File: src/hdl/sac_pkg.sv
`default_nettype none
// ----------------------------------------------------------------------------
// sac_pkg
// Types and constants shared by the stick axis conditioner modules.
// ----------------------------------------------------------------------------
package sac_pkg;

  localparam int unsigned CfgIdxW  = 3;
  localparam int unsigned CfgDataW = 16;

  localparam logic [CfgIdxW-1:0] RegXGain   = 3'd0;
  localparam logic [CfgIdxW-1:0] RegYGain   = 3'd1;
  localparam logic [CfgIdxW-1:0] RegLimit1  = 3'd2;
  localparam logic [CfgIdxW-1:0] RegLimit2  = 3'd3;
  localparam logic [CfgIdxW-1:0] RegXKeys   = 3'd4;
  localparam logic [CfgIdxW-1:0] RegYKeys   = 3'd5;

  localparam logic [15:0] GainReset  = 16'd4096;
  localparam logic [7:0]  LimitReset = 8'd128;

  // pipeline: 2 front stages, 1 merge stage, 1 square stage, 8 search stages
  localparam int unsigned NumStages = 12;
  localparam int unsigned SrchSteps = 8;

  typedef struct packed {
    logic signed [15:0] raw_x;
    logic signed [15:0] raw_y;
    logic               x_neg_key;
    logic               x_pos_key;
    logic               y_neg_key;
    logic               y_pos_key;
    logic               first_hold;
    logic               second_hold;
  } in_t;

  typedef struct packed {
    logic signed [7:0] stick_x;
    logic signed [7:0] stick_y;
  } out_t;

  // merge stage to limit lane
  typedef struct packed {
    logic [13:0]       n;      // |a| * limit
    logic [15:0]       s;      // x*x + y*y
    logic signed [7:0] a;      // gained axis value
    logic              neg;
    logic              apply;
  } lim_req_t;

endpackage
`default_nettype wire

File: src/hdl/sac_limit_lane.sv
`default_nettype none
// ----------------------------------------------------------------------------
// sac_limit_lane
// Exact trunc(|a|*L/sqrt(s)) by a pipelined bitwise search, one bit a stage.
// ----------------------------------------------------------------------------
module sac_limit_lane (
  input  wire logic                     clk_i,
  input  wire logic [sac_pkg::SrchSteps:0] en_i,
  input  wire sac_pkg::lim_req_t        req_i,
  output logic signed [7:0]             axis_o
);
  import sac_pkg::*;

  typedef struct packed {
    logic [27:0]       n2;
    logic [15:0]       s;
    logic [7:0]        q;
    logic [15:0]       q2;   // q*q kept alongside
    logic signed [7:0] a;
    logic              neg;
    logic              apply;
  } srch_t;

  srch_t st_q [SrchSteps+1];
  srch_t st0_d;

  always_comb begin
    st0_d       = '0;
    st0_d.n2    = req_i.n * req_i.n;
    st0_d.s     = req_i.s;
    st0_d.a     = req_i.a;
    st0_d.neg   = req_i.neg;
    st0_d.apply = req_i.apply;
  end

  always_ff @(posedge clk_i) begin
    if (en_i[0]) st_q[0] <= st0_d;
  end

  for (genvar j = 0; j < SrchSteps; j++) begin : g_step
    localparam int unsigned B = SrchSteps - 1 - j;
    logic [7:0]  t;
    logic [16:0] t2;
    logic [31:0] prod;
    srch_t       nxt;
    always_comb begin
      t    = st_q[j].q | 8'(1 << B);
      // (q + 2^B)^2 = q^2 + q*2^(B+1) + 2^(2B)
      t2   = {1'b0, st_q[j].q2} + (17'(st_q[j].q) << (B + 1)) + (17'd1 << (2 * B));
      prod = t2[15:0] * st_q[j].s;
      nxt  = st_q[j];
      if (prod <= {4'd0, st_q[j].n2}) begin
        nxt.q  = t;
        nxt.q2 = t2[15:0];
      end
    end
    always_ff @(posedge clk_i) begin
      if (en_i[j+1]) st_q[j+1] <= nxt;
    end
  end

  always_comb begin
    if (!st_q[SrchSteps].apply)  axis_o = st_q[SrchSteps].a;
    else if (st_q[SrchSteps].neg) axis_o = 8'(-st_q[SrchSteps].q);
    else                          axis_o = st_q[SrchSteps].q;
  end

endmodule
`default_nettype wire

File: config.mk
export PLATFORM = sky130hd
export DESIGN_NAME = sac_limit_lane
export DESIGN_NICKNAME = d
export VERILOG_FILES = /design/src/hdl/sac_pkg.sv /design/src/hdl/sac_limit_lane.sv
export SDC_FILE = /design/constraint.sdc
export NUM_CORES = 2
export LEC_CHECK = 0
export BUFFER_PORTS_ARGS = -buffer_cell sky130_fd_sc_hd__buf_2
export CAP_MARGIN = 20
export CORE_UTILIZATION = 53
export CTS_BUF_LIST = sky130_fd_sc_hd__clkbuf_8
export DETAILED_ROUTE_END_ITERATION = 10
export PLACE_DENSITY = 0.69
export SLEW_MARGIN = 20
export SYNTH_ARGS = -nofsm -noshare
export SYNTH_HDL_FRONTEND = slang
export SYNTH_SLANG_ARGS = --single-unit
File: constraint.sdc
create_clock -name clk_i -period 24 [get_ports clk_i]
set_input_delay 4.8 -clock clk_i [delete_from_list [all_inputs] [get_ports clk_i]]
set_output_delay 4.8 -clock clk_i [all_outputs]
set_load 0.01 [all_outputs]
Word-level counts from Yosys, hierarchy flattened --
Memory sizes are Yosys's and may differ from the RTL's. Index checks and enable logic that the tools add are counted.
Storage, ports and cells: register bits 0, bits in writable memories 702, memories 1
Memory list:
- st_q | depth 9, bits a word 78, read ports 9, clocked after memory_dff 0, wr ports 9, RTL line sac_limit_lane.sv:24 | srch_t st_q [SrchSteps+1];
Operators by class: $add $sub $neg 17, multiply operators 9, order comparisons 8, multiplexer cells 28
Operators with widths (number):
- $le A32 B28 Y1 | 8
- $mul A16 B16 Y32 | 8
- $mul A14 B14 Y28 | 1
- $mux W24 | 1
- $mux W23 | 1
- $mux W22 | 1
- $mux W21 | 1
- $mux W20 | 1
- $mux W19 | 1
- $mux W1 | 18
- $mux W18 | 1
- $mux W17 | 1
- $add A16 B1 Y16 const B | 1
- $add A16 B10 Y16 | 1
- $add A16 B11 Y16 | 1
- $add A16 B11 Y16 const B | 1
- $add A16 B12 Y16 | 1
- $add A16 B13 Y16 | 1
- $add A16 B13 Y16 const B | 1
- $add A16 B14 Y16 | 1
- $add A16 B15 Y16 | 1
- $add A16 B15 Y16 const B | 1
- $add A16 B16 Y16 | 1
- $add A16 B3 Y16 const B | 1
- other kinds (6) | 7

Depth between registers and ports, before layout --
An unclocked memory read counts as a cell.
depth in word-level cells 6, mapped depth 42

Worst setup path before layout --
OpenSTA, ideal clock, no wires.
kind input-to-reg, from input req_i[29] in the netlist's numbering, to memory st_q[0][77] in the netlist's numbering (data pin), setup time 0.260 ns, data arrival time 10.297 ns, required time 23.740 ns, path slack 13.443 ns, cell stages on the path 20, cells stage by stage clkbuf_1 and2_1 fa_1 fa_1 fa_1 inv_1 fa_1 fa_1 inv_1 fa_1 ha_1 and3_1 a211o_1 o31ai_1 o211ai_1 and2_1 a211o_1 a21o_1 a21oi_1 xnor2_1
RTL lines:
- start: declaration | RTL line sac_limit_lane.sv:9 | input wire sac_pkg::lim_req_t req_i,
- end: declaration | RTL line sac_limit_lane.sv:24

==> run summary <==
outcome -> complete, no violations
top cells by area, synth -> fa_1, edfxtp_1, ha_1
Area Growth Syn to Fin -> 6.446%
hold path endpoint -> st_q[0][626]$_DFFE_PP_
#FFs+latches synth -> 519
Syn Nets -> 7858
Routed WL -> 136000 microns
Setup CP Type -> register to register
CP Capture Type -> register
Worst Skew -> 0.04665 ns
RePlAce Congestion -> 0.8882
Worst Hold Depth -> 0
buffer depth of the longest clock path -> 3
CTS H-Tree Depth -> 3
Layout Nets -> 7922
Fin Setup TNS -> 0 ns
Die Area -> 119500 sq um
Rows -> 125
pre-CTS setup slack -> 12.92 ns
synthesized area per cell -> 10.38 sq um
max reg flops -> 519
Post-synth EDFFs -> 519
hold slack final -> 0.4122 ns
Yosys cell types -> 71
post-synth top area share -> 0.2498
CTS tree -> built
minimum clock period after layout -> 10.67 ns
Yosys top cell by area -> fa_1
post-layout util -> 0.5711
setup violators final -> 0
clock latency on the worst-skew pair -> 0.77 ns
biggest regs -> st_q (519)
Final Hold Fails -> 0
vias -> 41350
CTS resizes -> 0
clock-pin slew on the worst setup and hold paths -> 0.06 ns
largest reg by FF count -> st_q
DRT iter0 DRCs -> 2017
gr usage total -> 0.2384
crit-path most repeated cell -> fa_1
R2R Setup Slk -> 13.33 ns
vias in the first global route -> 44390
r2r startpoint -> st_q[0][498]$_DFFE_PP_
layout cell share with drive strength beyond 1 -> 0.04496
Buffers on Ports -> 57
Async S/R FF share, synth -> 0
Die Y -> 345.7 microns
Detailed Place HPWL -> 110200 microns
Yosys warnings -> 0
max_cap viols -> 0
Num CTS Buffers -> 89
max incr delay on CP -> 0.83 ns
CP max-delay cell -> a2111oi_4
Setup WS post-layout -> 13.33 ns
Achievable Freq -> 93.71 MHz
vias per inst -> 5.374
CP max FO -> 16
largest net degree at the start of global routing -> 68
Worst EP required -> 24.47 ns
Cell Area, Synth -> 62600 sq um
DRT Pass-1 Iters -> 5
antenna violations before repair -> 7
total global routing overflow -> 0
R2R Path End -> st_q[0][560]$_DFFE_PP_
Final Max Tran Viols -> 0
worst hold path type -> register to register
number of remaining DRC errors -> 0
sequential share of the synthesized area -> 0.2490
drt wl/cell -> 17.68 microns
cells after synthesis -> 6028
Tcrit/Tclk final -> 0.4446
Root Buffer -> clkbuf_8
CP startpoint kind -> register
initial core utilization -> 0.5365
top_reg_cell synth -> edfxtp_1
core footprint -> 116700 sq um
WP data arrival -> 11.14 ns
number of clock sinks -> 519
Routed Antenna Nets -> 0
Post-CTS Hold Buffers -> 0
number of I/O pins -> 58
Hold Startpoint -> st_q[0][548]$_DFFE_PP_
Setup Buffers After CTS -> 0
first-pass GRT wire length -> 228400 microns
slew margin rel. -> 0.2754
RSZ-0062 raised after global routing -> no
measured slew at the worst slew-check pin -> 1.082 ns
Die W -> 345.7 microns
worst reg2reg path depth -> 38
[area by class of cell]
type / count / area [sq um]
antenna: 9 / 22.52
clock buffer: 89 / 1225
clock inverter: 71 / 580.6
fill: 9919 / 50040
inverter: 1294 / 4857
multi-input combinational: 4093 / 41890
sequential: 519 / 15580
tap: 1524 / 1907
timing repair buffer: 95 / 570.5
[worst max-delay path: cells and delay by family, from the launching register on]
kind,cells,cell delay [ns]
AO/OA/AOI/OAI,16,3.86
XOR/XNOR,2,0.29
adder cells (fa/ha/maj),9,4.01
buffers and inverters,5,0.39
flip-flops,1,0.42
multiplexers,1,0.42
AND/OR/NAND/NOR,5,0.94
[routing by layer]
layer | vias to the layer above | GRT usage | share of wire
met5 | - | 0 | 0.000059
met4 | 2 | 0.07864 | 0.034
met3 | 255 | 0.02996 | 0.040
met2 | 845 | 0.4204 | 0.50
met1 | 20690 | 0.3026 | 0.42
li1 | 19550 | - | -
[cells in the final DEF (no fill, tap or decap), types with 32 or more instances in the layout]
| master | Yosys | final |
|---|---|---|
| inv_1 | 1294 | 1314 |
| ha_1 | 999 | 999 |
| fa_1 | 781 | 781 |
| nand2_1 | 565 | 565 |
| edfxtp_1 | 519 | 519 |
| and2_1 | 516 | 516 |
| a21oi_1 | 187 | 187 |
| xnor2_1 | 152 | 135 |
| nor2_1 | 131 | 131 |
| a21o_1 | 104 | 104 |
| o21ai_0 | 93 | 93 |
| clkbuf_8 | 0 | 89 |
| xor2_1 | 68 | 65 |
| buf_2 | 0 | 57 |
| nand3_1 | 47 | 47 |
| nor2b_1 | 45 | 45 |
| buf_4 | 2 | 38 |
| nand4_1 | 37 | 37 |
| nor3_1 | 32 | 32 |
[cells by family (layout without fill, tap and decap cells)]
| kind of cell | Yosys count | in the layout | synth area share |
|---|---|---|---|
| DFF | 519 | 519 | 0.2490 |
| and+or+nand+nor | 1483 | 1483 | 0.1201 |
| adders and majority gates | 1780 | 1780 | 0.4494 |
| xor gates and xnor gates | 220 | 220 | 0.03078 |
| other | 0 | 9 | 0 |
| muxes | 32 | 32 | 0.005656 |
| buffers and inverters | 1416 | 1549 | 0.08503 |
| AOI/OAI and AO/OA | 578 | 578 | 0.06006 |
[Yosys cell counts (20+ instances only)]
master	count
a21o_1	104
and3_1	20
o21a_1	22
nand3_1	47
nand2b_1	29
nand4_1	37
ha_1	999
mux2_2	22
xor2_1	68
nor2b_1	45
edfxtp_1	519
fa_1	781
inv_1	1294
nor4_1	20
clkbuf_1	114
nand2_1	565
and2_1	516
xnor2_1	152
nor2_1	131
a21oi_1	187
o21bai_1	20
nor3_1	32
o21ai_0	93
[how the worst max path moves through the flow]
| stage | from | to | slack (ns) | depth (start not counted) |
|---|---|---|---|---|
| floorplan | req_i[29] | st_q[0][77]$_DFFE_PP_ | 13.44 | 20 |
| global placement | req_i[30] | st_q[0][77]$_DFFE_PP_ | 12.94 | 20 |
| detailed placement | req_i[28] | st_q[0][77]$_DFFE_PP_ | 12.92 | 18 |
| CTS | st_q[0][498]$_DFFE_PP_ | st_q[0][560]$_DFFE_PP_ | 13.33 | 38 |
| global route | st_q[0][496]$_SDFFCE_PN1P_ | st_q[0][560]$_DFFE_PP_ | 12.73 | 39 |
| finish | st_q[0][498]$_DFFE_PP_ | st_q[0][560]$_DFFE_PP_ | 13.33 | 38 |
[per-stage QoR]
stage,cell area [sq um],instances
floorplan,62600,6028
global placement,64760,7525
detailed placement,64770,7525
CTS,66580,7685
global route,66630,7692
finish,66630,7694
Power is not shown: default switching activity piles up to over one toggle a cycle in this logic, so the estimate is an artifact.
