<file path="src/hdl/sac_pkg.sv">
`default_nettype none
// ----------------------------------------------------------------------------
// sac_pkg
// Types and constants shared by the stick axis conditioner modules.
// ----------------------------------------------------------------------------
package sac_pkg;

  localparam int unsigned CfgIdxW  = 3;
  localparam int unsigned CfgDataW = 16;

  localparam logic [CfgIdxW-1:0] RegXGain   = 3'd0;
  localparam logic [CfgIdxW-1:0] RegYGain   = 3'd1;
  localparam logic [CfgIdxW-1:0] RegLimit1  = 3'd2;
  localparam logic [CfgIdxW-1:0] RegLimit2  = 3'd3;
  localparam logic [CfgIdxW-1:0] RegXKeys   = 3'd4;
  localparam logic [CfgIdxW-1:0] RegYKeys   = 3'd5;

  localparam logic [15:0] GainReset  = 16'd4096;
  localparam logic [7:0]  LimitReset = 8'd128;

  // pipeline: 2 front stages, 1 merge stage, 1 square stage, 8 search stages
  localparam int unsigned NumStages = 12;
  localparam int unsigned SrchSteps = 8;

  typedef struct packed {
    logic signed [15:0] raw_x;
    logic signed [15:0] raw_y;
    logic               x_neg_key;
    logic               x_pos_key;
    logic               y_neg_key;
    logic               y_pos_key;
    logic               first_hold;
    logic               second_hold;
  } in_t;

  typedef struct packed {
    logic signed [7:0] stick_x;
    logic signed [7:0] stick_y;
  } out_t;

  // merge stage to limit lane
  typedef struct packed {
    logic [13:0]       n;      // |a| * limit
    logic [15:0]       s;      // x*x + y*y
    logic signed [7:0] a;      // gained axis value
    logic              neg;
    logic              apply;
  } lim_req_t;

endpackage
`default_nettype wire

</file>
<file path="src/hdl/sac_axis_lane.sv">
`default_nettype none
// ----------------------------------------------------------------------------
// sac_axis_lane
// One axis front end: raw rescale or key pick, optional flip, then gain.
// ----------------------------------------------------------------------------
module sac_axis_lane (
  input  wire logic               clk_i,
  input  wire logic [1:0]         en_i,
  input  wire logic               from_keys_i,
  input  wire logic               flip_i,
  input  wire logic signed [15:0] raw_i,
  input  wire logic               neg_key_i,
  input  wire logic               pos_key_i,
  input  wire logic [15:0]        gain_i,
  output logic signed [7:0]       axis_o
);
  import sac_pkg::*;

  logic [15:0]       mag;
  logic [23:0]       num;
  logic [7:0]        q0;
  logic [16:0]       rem;
  logic [8:0]        q;
  logic signed [7:0] scaled;
  logic signed [7:0] picked;
  logic signed [7:0] pre_d, pre_q;
  logic [7:0]        amag;
  logic [23:0]       prod;
  logic [11:0]       gq;
  logic signed [7:0] gain_d, gain_q;

  // round(|v|*128/32767): floor((256|v| + 32767) / 65534)
  always_comb begin
    mag = raw_i[15] ? 16'(-raw_i) : raw_i;
    num = {mag, 8'd0} + 24'd32767;
    q0  = num[23:16];
    rem = {1'b0, num[15:0]} + {8'd0, q0, 1'b0};
    q   = {1'b0, q0} + ((rem >= 17'd65534) ? 9'd1 : 9'd0);
    if (raw_i[15]) begin
      scaled = (q > 9'd128) ? -8'sd128 : 8'(-q);
    end else begin
      scaled = (q > 9'd127) ? 8'sd127 : 8'(q);
    end
    if (from_keys_i) begin
      if (neg_key_i)      picked = -8'sd128;
      else if (pos_key_i) picked = 8'sd127;
      else                picked = 8'sd0;
    end else begin
      picked = scaled;
    end
    if (!flip_i)                    pre_d = picked;
    else if (picked == -8'sd128)    pre_d = 8'sd127;
    else if (picked == 8'sd127)     pre_d = -8'sd128;
    else                            pre_d = -picked;
  end

  always_ff @(posedge clk_i) begin
    if (en_i[0]) pre_q <= pre_d;
  end

  always_comb begin
    amag = pre_q[7] ? 8'(-pre_q) : pre_q;
    prod = amag * gain_i;
    gq   = prod[23:12];
    if (pre_q[7]) begin
      gain_d = (gq > 12'd128) ? -8'sd128 : 8'(-gq);
    end else begin
      gain_d = (gq > 12'd127) ? 8'sd127 : 8'(gq);
    end
  end

  always_ff @(posedge clk_i) begin
    if (en_i[1]) gain_q <= gain_d;
  end

  assign axis_o = gain_q;

endmodule
`default_nettype wire

</file>
<file path="config.mk">
export PLATFORM = sky130hd
export DESIGN_NAME = sac_axis_lane
export DESIGN_NICKNAME = d
export VERILOG_FILES = /design/src/hdl/sac_pkg.sv /design/src/hdl/sac_axis_lane.sv
export SDC_FILE = /design/constraint.sdc
export NUM_CORES = 1
export LEC_CHECK = 0
export ABC_CLOCK_PERIOD_IN_PS = 8160
export BUFFER_PORTS_ARGS = -buffer_cell sky130_fd_sc_hd__buf_2
export CAP_MARGIN = 20
export CELL_PAD_IN_SITES_DETAIL_PLACEMENT = 0
export CELL_PAD_IN_SITES_GLOBAL_PLACEMENT = 1
export CORE_MARGIN = 10
export CORE_UTILIZATION = 49
export DETAILED_ROUTE_END_ITERATION = 16
export GPL_TIMING_DRIVEN = 0
export PLACE_DENSITY_LB_ADDON = 0.1
export SYNTH_ARGS = -nofsm -noshare
export SYNTH_HDL_FRONTEND = slang
export SYNTH_SLANG_ARGS = --single-unit
export TNS_END_PERCENT = 5
</file>
<file path="constraint.sdc">
create_clock -name clk_i -period 8.16 [get_ports clk_i]
set_input_delay 0.408 -clock clk_i [delete_from_list [all_inputs] [get_ports clk_i]]
set_output_delay 0.408 -clock clk_i [all_outputs]
set_load 0.005 [all_outputs]
</file>
# Word level (Yosys, flattened, before mapping)
# Cells that the tools add are included.
word_totals:
  regBits: 16
  input_bits: 39
  output_inout_bits: 8
  word_cells: 33
op_classes:
  addsub: 8
  multipliers: 1
  n_lt_le_gt_ge: 5
  eq_ne: 2
  n_mux: 15
ops:
  columns: ["operator", "count"]
  rows:
  - ["two-way mux 8 bit", 12]
  - ["negation 8 bit", 4]
  - ["adder 24 x 15 -> 24 bit (second input constant)", 1]
  - ["multiplier 8 x 16 -> 24 bit", 1]
  - ["adder 16 x 9 -> 17 bit", 1]
  - ["greater-or-equal comparator 17 x 16 -> 1 bit (second input constant)", 1]
  - ["== test 8 bit (second input constant)", 2]
  - ["two-way mux 16 bit", 1]
  - ["negation 16 bit", 1]
  - ["> comparator 12 x 7 -> 1 bit (second input constant)", 1]
  - ["> comparator 12 x 8 -> 1 bit (second input constant)", 1]
  - ["adder 8 x 1 -> 9 bit", 1]
  - ["> comparator 9 x 7 -> 1 bit (second input constant)", 1]
  - ["> comparator 9 x 8 -> 1 bit (second input constant)", 1]
  - ["two-way mux 7 bit", 1]
  - ["two-way mux 1 bit", 1]

# Longest topological paths before layout
# Gate-level depths: netlist (run 1).
depth:
  word_depth: 15
  mapped_depth: 29
  depth_no_buf: 28

# Least setup slack after synthesis (run 1)
# Ideal clock, no wire load.
synth_path:
  path_type: "flip-flop to flip-flop"
  start: "register pre_q[2]"
  end: "register gain_q[7], in the netlist axis_o[7], data pin"
  setup_ns: 0.254
  arrival_ns: 6.810
  t_required_ns: 7.906
  setup_slack_ns: 1.096
  path_stages_with_launch: 22
  path_buffers: 1
  synth_period_minus_slack_ns: 7.064
  path_cell_list: "edfxtp_1 > or3_1 > nor4b_1 > clkbuf_1 > nand2_1 > fa_1 > inv_1 > fa_1 > fa_1 > fa_1 > ha_1 > o21ai_0 > nand2b_1 > and3_1 > a221oi_1 > o21ai_0 > a21oi_1 > o21ai_0 > o2bb2a_1 > a211o_1 > a21o_1 > o21a_1"
synth_via:
  elab_chain_cells: 6
  word_cells_on_any_way: 9
  classes_between: "add/sub (2); mul (1); order compare (2); mux (4)"
synth_rtl:
  columns: ["item", "line_no", "text"]
  rows:
  - ["from (decl)", "sac_axis_lane.sv:26", "logic signed [7:0] pre_d, pre_q;"]
  - ["from (signal assigned)", "sac_axis_lane.sv:58", "if (en_i[0]) pre_q <= pre_d;"]
  - ["negation 8 bit", "sac_axis_lane.sv:62", "amag = pre_q[7] ? 8'(-pre_q) : pre_q;"]
  - ["two-way mux 8 bit (*)", "sac_axis_lane.sv:62", null]
  - ["multiplier 8 x 16 -> 24 bit (*)", "sac_axis_lane.sv:63", "prod = amag * gain_i;"]
  - ["> comparator 12 x 7 -> 1 bit, or another cell as far along", "sac_axis_lane.sv:68", "gain_d = (gq > 12'd127) ? 8'sd127 : 8'(gq);"]
  - ["two-way mux 8 bit, on equally long branches", "sac_axis_lane.sv:68, sac_axis_lane.sv:66", null]
  - ["two-way mux 8 bit (*)", "sac_axis_lane.sv:65", "if (pre_q[7]) begin"]
  - ["net gain_d[7]", "sac_axis_lane.sv:30", "logic signed [7:0] gain_d, gain_q;"]
  - ["to (signal assigned)", "sac_axis_lane.sv:73", "if (en_i[1]) gain_q <= gain_d;"]
  - ["to (decl)", "sac_axis_lane.sv:30", null]
# Mark *: on every way through the listed nets, which the timed path passes. The rest lies on a longest branch.
# A chain may end at the register's enable or synchronous reset.

# Final worst setup path (run 1)
layout_path:
  start: "register pre_q[0]"
  end: "register gain_q[5], in the netlist axis_o[5], data pin"
# The elaborated chain is that of the path after synthesis.

==> results.json, run 1 <==
{
  "status": "finished clean",
  "synth_area_per_cell_um2": 8.406,
  "syn2layout_area_growth_pct": 9.522,
  "timing.final.crit_share_pct": 92.51,
  "drive_gt1_share_pct": 12.91,
  "drtIter0Drc": 259,
  "vias_per_cell": 5.594,
  "synth.yosys.seq_area_share_pct": 7.226,
  "pre_cts_ws_ns": -0.4627,
  "yosysMostFrequentCell": "inv_1",
  "synthArstFlopShare_pct": 0,
  "dieArea_um2": 18630,
  "grt_pass1_wl_um": 28280,
  "place_hpwl_um": 13750,
  "antenna_found_initial": 0,
  "ys_types": 87,
  "synth_nets": 965,
  "crit_type": "reg -> reg",
  "final-setup-viol-count": 0,
  "start_util_pct": 50.21,
  "grt_pass1_vias": 5658,
  "finalInstanceArea_um2": 7282,
  "setup.worst_path.start_class": "register",
  "crit_path_max_fanout": 10,
  "grt_usage_pct": 18.17,
  "dpl_cell_area_um2": 7101,
  "synth_top_area_cell": "fa_1",
  "ant_nets": 0,
  "critical_path_required_ns": 8.20,
  "fill_cells": 1288,
  "core-area_um2": 13240,
  "vdd_drop_max_uv": 316.3,
  "tritoncts": "built",
  "ys.flop_type": "edfxtp_1",
  "num-nets-final": 1020,
  "clockBufferDepth": 2,
  "yosys_warnings": 0,
  "synth_cells": 791,
  "cp-end-kind": "register",
  "grt_max_degree": 11,
  "cts_inserted_buffers": 3,
  "hold_viol": 0,
  "maxSlewHeadroom_pct": 44.64,
  "clock_sinks": 16,
  "clock.fmax_mhz": 132.5,
  "period_needed_ns": 7.549,
  "cp_data_arrival_time_ns": 7.59,
  "die_x_um": 136.5,
  "htree_levels": 1,
  "clk_latency_ns": 0.24,
  "synth_edf_count": 16,
  "vias": 5706,
  "yosys-top-cells-area": "fa_1 (25%), ha_1 (9.8%), edfxtp_1 (7.2%), inv_1 (6.3%), nand2_1 (5.5%)",
  "port_buffers": 45,
  "fin_skew_ns": 0.0007020,
  "synthTopCellsByCount": "inv_1 (111), nand2_1 (97), fa_1 (83)",
  "first_pass_iters": 4,
  "rows": 42,
  "cts_root_buffer": "clkbuf_16",
  "worst_pin_slew_ns": 0.8199,
  "power_density_nw_per_um2": 447.9,
  "die_h_um": 136.5,
  "fin_util_pct": 54.99,
  "diodes": 0,
  "drv_slew": 0,
  "clkTransAtPathRegs_ns": 0.04,
  "syn-cell-area_um2": 6649,
  "grt_overflow": 0,
  "wl_per_cell_um": 16.08,
  "power_uw": 3261,
  "drc": 0,
  "io_pins": 47,
  "gp_congestion": 0.9083,
  "synth_top_area_share_pct": 24.99,
  "leakage_uw": 0.003310,
  "setup_slack_ns": 0.6109,
  "wl_um": 16400,
  "cap_violations": 0,
  "grt_setup_unrepaired": "no",
  "synth_seq_cells": 16,
  "hold_class": "in -> reg"
}
## worst max-delay path, cell delays in order (launching register included)
cell      delay, ns
edfxtp_1       0.42
clkbuf_2       0.28
inv_1          0.08
ha_1           0.20
nand2b_1       0.09
o21ai_0        0.14
xnor2_2        0.42
clkbuf_2       0.31
nand2_1        0.11
fa_1           0.50
fa_1           0.52
fa_1           0.54
inv_1          0.05
fa_1           0.49
ha_1           0.32
a21oi_1        0.15
nor2b_1        0.06
o21ai_0        0.14
o211ai_1       0.25
a221oi_4       0.39
o21ai_0        0.22
a21oi_1        0.28
o21ai_0        0.14
o2bb2a_1       0.29
a211o_1        0.40
a21o_1         0.27
o22ai_1        0.28
## where the power goes
part           internal [µW]  switching (µW)
sequential               143            11.3
combinational           1240            1780
clock                   63.8            24.4
total                   1440            1820
## through the flow
step	instances	setup TNS [ns]	hold slack [ns]
final	1020	0	0.5031
after global routing	1020	0	0.5167
after CTS	1015	0	0.5063
after detailed placement	1012	-3.111	0.7481
after global placement	1012	-3.442	0.7369
after floorplan	791	0	0.5205
## registers in the layout (all words and copies together) (netlist names)
| register | cells |
|---|---|
| axis_o | 8 |
| pre_q | 8 |
## final timing paths
path	from	to	slack [ns]	depth (start not counted)
worst min-delay path	en_i[0]	pre_q[5]	0.50	1
worst max-delay path	pre_q[0]	axis_o[5]	0.61	26
worst max register to register	pre_q[0]	axis_o[5]	0.61	26
worst min register to register	pre_q[7]	axis_o[5]	1.20	4
## cells by family (layout without fill, tap and decap cells)
group,Yosys count,in the layout,synth area share [%]
muxes,13,13,2.051
xor gates and xnor gates,44,44,7.396
buffers and inverters,137,190,8.111
and+or+nand+nor,293,293,22.73
DFF,16,16,7.226
AOI/OAI and AO/OA,153,153,17.71
adders and majority gates,135,135,34.78
## routing by layer
| metal | wire [µm] | global-route usage (%) |
|---|---|---|
| met1 | 7786 | 26.27 |
| met2 | 8005 | 30.20 |
| met3 | 491 | 0.8487 |
| met4 | 118 | 1.834 |
| met5 | 0 | 0 |
## cell usage in the layout, fill, tap and decap left out, types with 16 or more instances in the layout
master and n:
nand2_1 97, fa_1 83, ha_1 52, and2_1 23, edfxtp_1 16, xnor2_1 22, nor2_1 30, buf_2 50
o21ai_0 25, inv_1 111, a21oi_1 26, nor3_1 22, nor2b_1 49
## what timing repair did
action                                  4_1_cts  5_1_grt
pin swaps                                     0        2
endpoints found under the setup margin        8        8
hold buffers                                  0        0
resized for setup                             4       11
gates cloned                                  0        0
buffers inserted                              0        5
## layout make-up
class	count	area [µm²]	area share [%]
multi-input cells	638	5699	78.26
flip-flops and latches	16	480.5	6.598
inverters	111	416.7	5.722
repair buffers	50	262.8	3.608
well taps	176	220.2	3.024
plain buffers	26	127.6	1.753
clock buffers	3	75.07	1.031
(Power assumes the default switching activity.)
==> inputs of run 2 (changes only) <==
--- a/config.mk
+++ b/config.mk
@@ -5,13 +5,14 @@
 export SDC_FILE = /design/constraint.sdc
 export NUM_CORES = 1
 export LEC_CHECK = 0
-export ABC_CLOCK_PERIOD_IN_PS = 8160
+export ABC_CLOCK_PERIOD_IN_PS = 8850
 export BUFFER_PORTS_ARGS = -buffer_cell sky130_fd_sc_hd__buf_2
 export CAP_MARGIN = 20
 export CELL_PAD_IN_SITES_DETAIL_PLACEMENT = 0
 export CELL_PAD_IN_SITES_GLOBAL_PLACEMENT = 1
 export CORE_MARGIN = 10
-export CORE_UTILIZATION = 49
+export CORE_UTILIZATION = 52
+export CTS_CLUSTER_SIZE = 10
 export DETAILED_ROUTE_END_ITERATION = 16
 export GPL_TIMING_DRIVEN = 0
 export PLACE_DENSITY_LB_ADDON = 0.1
==> constraint.sdc (replaced) <==
create_clock -name clk_i -period 8.85 [get_ports clk_i]
set_input_delay 0.4425 -clock clk_i [delete_from_list [all_inputs] [get_ports clk_i]]
set_output_delay 0.4425 -clock clk_i [all_outputs]
set_load 0.005 [all_outputs]
==> results.json, run 2 (synthesized netlist as in run 1, its figures left out) <==
{
  "wl_per_cell_um": 16.72,
  "dpl_cell_area_um2": 7101,
  "vias_per_cell": 5.810,
  "crit_path_max_fanout": 10,
  "status": "finished clean",
  "grt_usage_pct": 19.17,
  "cp-end-kind": "register",
  "final_cell_mix": "inv_1 (111), nand2_1 (97), fa_1 (83)",
  "clock_sinks": 16,
  "r2r_cells": 26,
  "drtIter0Drc": 287,
  "tritoncts": "built",
  "vias": 5880,
  "syn2layout_area_growth_pct": 8.261,
  "io_pins": 47,
  "timing.final.crit_share_pct": 93.26,
  "finalSetupTns_ns": 0,
  "drc": 0,
  "max_stage_delay_ns": 0.56,
  "crit_type": "reg -> reg",
  "start_util_pct": 52.90,
  "postCtsSetupBuffers": 0,
  "antenna_found_initial": 0,
  "crit_end": "axis_o[7]",
  "crit_start": "pre_q[0]",
  "fin_skew_ns": 0.002023,
  "power_density_nw_per_um2": 407.3,
  "hold_class": "in -> reg",
  "die_h_um": 133.1,
  "drv_slew": 0,
  "grt_pass1_vias": 6082,
  "clockBufferDepth": 2,
  "ant_nets": 0,
  "period_needed_ns": 8.253,
  "core-area_um2": 12570,
  "diodes": 0,
  "r2r_end": "axis_o[7]",
  "rows": 41,
  "clkTransAtPathRegs_ns": 0.05,
  "place_hpwl_um": 13940,
  "final-setup-viol-count": 0,
  "grt_setup_unrepaired": "no",
  "die_x_um": 133.1,
  "r2r_slack_ns": 0.60,
  "clock.fmax_mhz": 121.2,
  "final_common_cell": "inv_1",
  "cp_data_arrival_time_ns": 8.25,
  "wl_um": 16920,
  "hold_viol": 0,
  "finalInstanceArea_um2": 7198,
  "dieArea_um2": 17710,
  "grt_max_degree": 11,
  "first_pass_iters": 5,
  "worst_pin_slew_ns": 0.8752,
  "port_buffers": 45,
  "cts_root_buffer": "clkbuf_16",
  "cap_violations": 0,
  "drive_gt1_share_pct": 11.67,
  "setup.worst_path.start_class": "register",
  "grt_overflow": 0,
  "cpMaxStageDelayCell": "fa_1",
  "rr_startpoint": "pre_q[0]",
  "cts_inserted_buffers": 3,
  "grt_pass1_wl_um": 29090,
  "num-nets-final": 1016,
  "critical_path_required_ns": 8.85,
  "htree_levels": 1,
  "leakage_uw": 0.003259,
  "clk_latency_ns": 0.24,
  "vdd_drop_max_uv": 330.8,
  "maxSlewHeadroom_pct": 40.91,
  "gp_congestion": 0.8701
}
-- run 2: cell count changes in the layout (fill, tap and decap cells not counted), sizes merged --
| cell | delta |
|---|---|
| clkdlybuf4s15 | +1 |
| buf | -5 |
-- run 2: layout make-up --
| type | instances | area (µm²) |
|---|---|---|
| repair buffers | 46 | 236.5 |
| well taps | 172 | 215.2 |
| fillers | 1171 | 5370 |
| inverters | 111 | 416.7 |
| clock buffers | 3 | 75.07 |
| multi-input cells | 638 | 5650 |
| flip-flops and latches | 16 | 480.5 |
| plain buffers | 26 | 123.9 |
-- run 2: how the worst min path moves through the flow --
stage | from | endpoint | slack, ns | cells after the start
after global placement | en_i[0] | pre_q[6] | 0.77 | 1
after global routing | en_i[0] | pre_q[0] | 0.53 | 1
after floorplan | en_i[1] | axis_o[0] | 0.55 | 0
final | en_i[0] | pre_q[3] | 0.53 | 1
after detailed placement | en_i[0] | pre_q[0] | 0.78 | 1
after CTS | en_i[0] | pre_q[5] | 0.53 | 1
-- run 2: through the flow --
stage / worst slack (ns) / utilization, % / hold slack, ns / power, µW / instances
global placement: 0.1774 / 56.41 / 0.7699 / 2712 / 1008
finish: 0.5969 / 57.27 / 0.5290 / 2932 / 1012
CTS: 0.03734 / 57.09 / 0.5298 / 2928 / 1012
detailed placement: 0.05414 / 56.50 / 0.7762 / 2819 / 1009
floorplan: 1.786 / - / 0.5550 / 2238 / 791
global route: 0.02871 / 57.27 / 0.5270 / 3343 / 1012
-- run 2: repair_timing --
| action | in CTS | in global routing |
|---|---|---|
| gates resized for setup | 0 | 5 |
| endpoints found under the setup margin | 0 | 8 |
| hold buffers | 0 | 0 |
-- run 2: metal layers --
metal	global-route usage (%)	wire [µm]
met5	0	0
met4	2.262	103
met3	1.893	620
met2	36.36	8976
met1	23.27	7221
-- run 2: power by group --
part           internal (µW)  switching, µW
Sequential               132           9.73
Clock                   59.1           25.9
Combinational           1110           1590
-- run 2: worst max-delay path, delay by kind of cell, from the launching register on --
family	cells	cell delay, ns
xor gates and xnor gates	1	0.49
buffers and inverters	4	0.97
AOI/OAI and AO/OA	12	3.25
adders and majority gates	6	2.41
DFF	1	0.54
and+or+nand+nor	3	0.33
==> inputs of run 3 (changes only) <==
--- a/config.mk
+++ b/config.mk
@@ -5,13 +5,14 @@
 export SDC_FILE = /design/constraint.sdc
 export NUM_CORES = 1
 export LEC_CHECK = 0
+export ABC_AREA = 1
 export ABC_CLOCK_PERIOD_IN_PS = 8850
 export BUFFER_PORTS_ARGS = -buffer_cell sky130_fd_sc_hd__buf_2
 export CAP_MARGIN = 20
 export CELL_PAD_IN_SITES_DETAIL_PLACEMENT = 0
 export CELL_PAD_IN_SITES_GLOBAL_PLACEMENT = 1
 export CORE_MARGIN = 10
-export CORE_UTILIZATION = 52
+export CORE_UTILIZATION = 49
 export CTS_CLUSTER_SIZE = 10
 export DETAILED_ROUTE_END_ITERATION = 16
 export GPL_TIMING_DRIVEN = 0
==> results.json, run 3 <==
{
  "power_density_nw_per_um2": 318.2,
  "critical_path_required_ns": 8.83,
  "holdWs_ns": 0.5326,
  "grt_usage_pct": 17.52,
  "synthArstFlopShare_pct": 0,
  "syn2layout_area_growth_pct": 8.002,
  "finalSetupTns_ns": 0,
  "cp_common_cell": "nand2_1",
  "rows": 42,
  "grt_setup_unrepaired": "no",
  "worst_pin_slew_ns": 0.9481,
  "place_hpwl_um": 13190,
  "htree_levels": 1,
  "syn-cell-area_um2": 6505,
  "wl_um": 15260,
  "yosysMostFrequentCell": "nand2_1",
  "hold_viol": 0,
  "synth_area_per_cell_um2": 6.769,
  "synth_nets": 1135,
  "postCtsSetupBuffers": 0,
  "ys.flop_type": "edfxtp_1",
  "r2r_cells": 34,
  "cts_hold_buf": 0,
  "clockBufferDepth": 2,
  "grt_max_degree": 11,
  "grt_pass1_wl_um": 26850,
  "final_common_cell": "nand2_1",
  "cp-end-kind": "register",
  "leakage_uw": 0.003841,
  "synth_seq_cells": 16,
  "dieArea_um2": 18280,
  "drtIter0Drc": 254,
  "drv_slew": 0,
  "timing.final.crit_share_pct": 92.10,
  "clkTransAtPathRegs_ns": 0.05,
  "cts_root_buffer": "clkbuf_16",
  "grt_overflow": 0,
  "cts_resized": 0,
  "die_x_um": 135.2,
  "first_pass_iters": 4,
  "clock.fmax_mhz": 122.7,
  "hold_class": "in -> reg",
  "cts_inserted_buffers": 3,
  "clk_latency_ns": 0.25,
  "cap_violations": 0,
  "io_pins": 47,
  "fin_skew_ns": 0.003325,
  "final_cell_mix": "nand2_1 (246), inv_1 (192), nor2_1 (101)",
  "status": "finished clean",
  "grt_pass1_vias": 5605,
  "whs_path_depth": 1,
  "drive_gt1_share_pct": 13.68,
  "max_stage_delay_ns": 0.58,
  "clock_sinks": 16,
  "synth.yosys.seq_area_share_pct": 7.386,
  "maxSlewHeadroom_pct": 36.21,
  "start_util_pct": 49.51,
  "ys_types": 40,
  "core-area_um2": 13140,
  "num-nets-final": 1185,
  "final-setup-viol-count": 0,
  "port_buffers": 45,
  "antenna_found_initial": 0,
  "yosys_warnings": 0,
  "crit_path_max_fanout": 10,
  "yosys-top-cells-area": "fa_1 (26%), nand2_1 (14%), inv_1 (11%), ha_1 (10%), edfxtp_1 (7.4%)",
  "gp_congestion": 0.8169,
  "wl_per_cell_um": 12.88,
  "crit_type": "reg -> reg",
  "cp_data_arrival_time_ns": 8.13,
  "synthTopCellsByCount": "nand2_1 (246), inv_1 (192), nor2_1 (101)",
  "vias": 5785,
  "setup.worst_path.start_class": "register",
  "synth_cells": 961,
  "tritoncts": "built",
  "ant_nets": 0,
  "vias_per_cell": 4.882,
  "fill_cells": 1410,
  "cpMaxStageDelayCell": "clkbuf_1",
  "period_needed_ns": 8.151,
  "vdd_drop_max_uv": 686.9,
  "synth_top_area_cell": "fa_1",
  "synth_edf_count": 16,
  "synth_top_area_share_pct": 25.54,
  "diodes": 0,
  "drc": 0,
  "die_h_um": 135.2
}
[run 3: cell count changes after synthesis, moves of 20 or more]
cell,delta
and2_1,-23
inv_1,+81
nand2_1,+149
nand2_2,+31
nand3_1,+49
nor2_1,+71
nor2b_1,-49
xnor2_1,-20
[run 3: logic make-up (layout without fill, tap and decap cells)]
group	count (synthesis)	in the layout	share of synthesized area, %
AND/OR/NAND/NOR	498	498	34.80
adder cells (fa/ha/maj)	135	135	35.55
XOR/XNOR	21	21	2.827
flip-flops	16	16	7.386
buffers and inverters	215	263	12.58
AO/OA/AOI/OAI	76	76	6.867
[run 3: routing by layer]
| layer | up-vias | wire length [µm] | GRT usage, % |
|---|---|---|---|
| met2 | 91 | 6981 | 27.92 |
| met5 | - | 0 | 0 |
| li1 | 3042 | - | - |
| met1 | 2643 | 7464 | 25.19 |
| met3 | 9 | 715 | 2.856 |
| met4 | 0 | 98 | 1.675 |
[run 3: stage by stage]
step                      util, %  instance area (µm²)  setup slack [ns]  instances  total power, µW
after floorplan                 -                 6505             2.269        961             1721
final                       53.48                 7025            0.6991       1185             2235
after CTS                   53.48                 7025            0.6485       1185             2271
after global placement      52.90                 6950            0.7303       1182             2157
after global routing        53.48                 7025           0.04147       1185             2587
after detailed placement    52.90                 6950            0.6946       1182             2151
[run 3: worst max-delay path, delay by kind of cell, from the launching register on]
kind / cells / cell delay (ns)
AOI/OAI and AO/OA: 6 / 0.99
xor gates and xnor gates: 1 / 0.20
adders and majority gates: 6 / 2.62
buffers and inverters: 8 / 1.84
DFF: 1 / 0.32
and+or+nand+nor: 13 / 1.89
[run 3: area by class of cell]
type / count / area, µm² / area share [%]
timing repair buffer: 45 / 225.2 / 3.206
clock buffer: 3 / 75.07 / 1.069
inverter: 200 / 750.7 / 10.69
multi-input combinational: 730 / 5206 / 74.11
buffer: 15 / 67.56 / 0.9617
sequential: 16 / 480.5 / 6.839
tap: 176 / 220.2 / 3.134
[run 3: where the power goes]
| group | total, µW | internal, µW | switching [µW] |
|---|---|---|---|
| clock | 87.6 | 59.3 | 28.3 |
| combinational | 2010 | 762 | 1250 |
| sequential | 139 | 130 | 9.31 |
[run 3: worst paths after layout]
kind                            slack (ns)      from   endpoint
worst min-delay path                  0.53   en_i[1]  axis_o[0]
worst min register to register        0.87  pre_q[7]  axis_o[1]
worst max register to register        0.70  pre_q[0]  axis_o[2]
worst max-delay path                  0.70  pre_q[0]  axis_o[2]
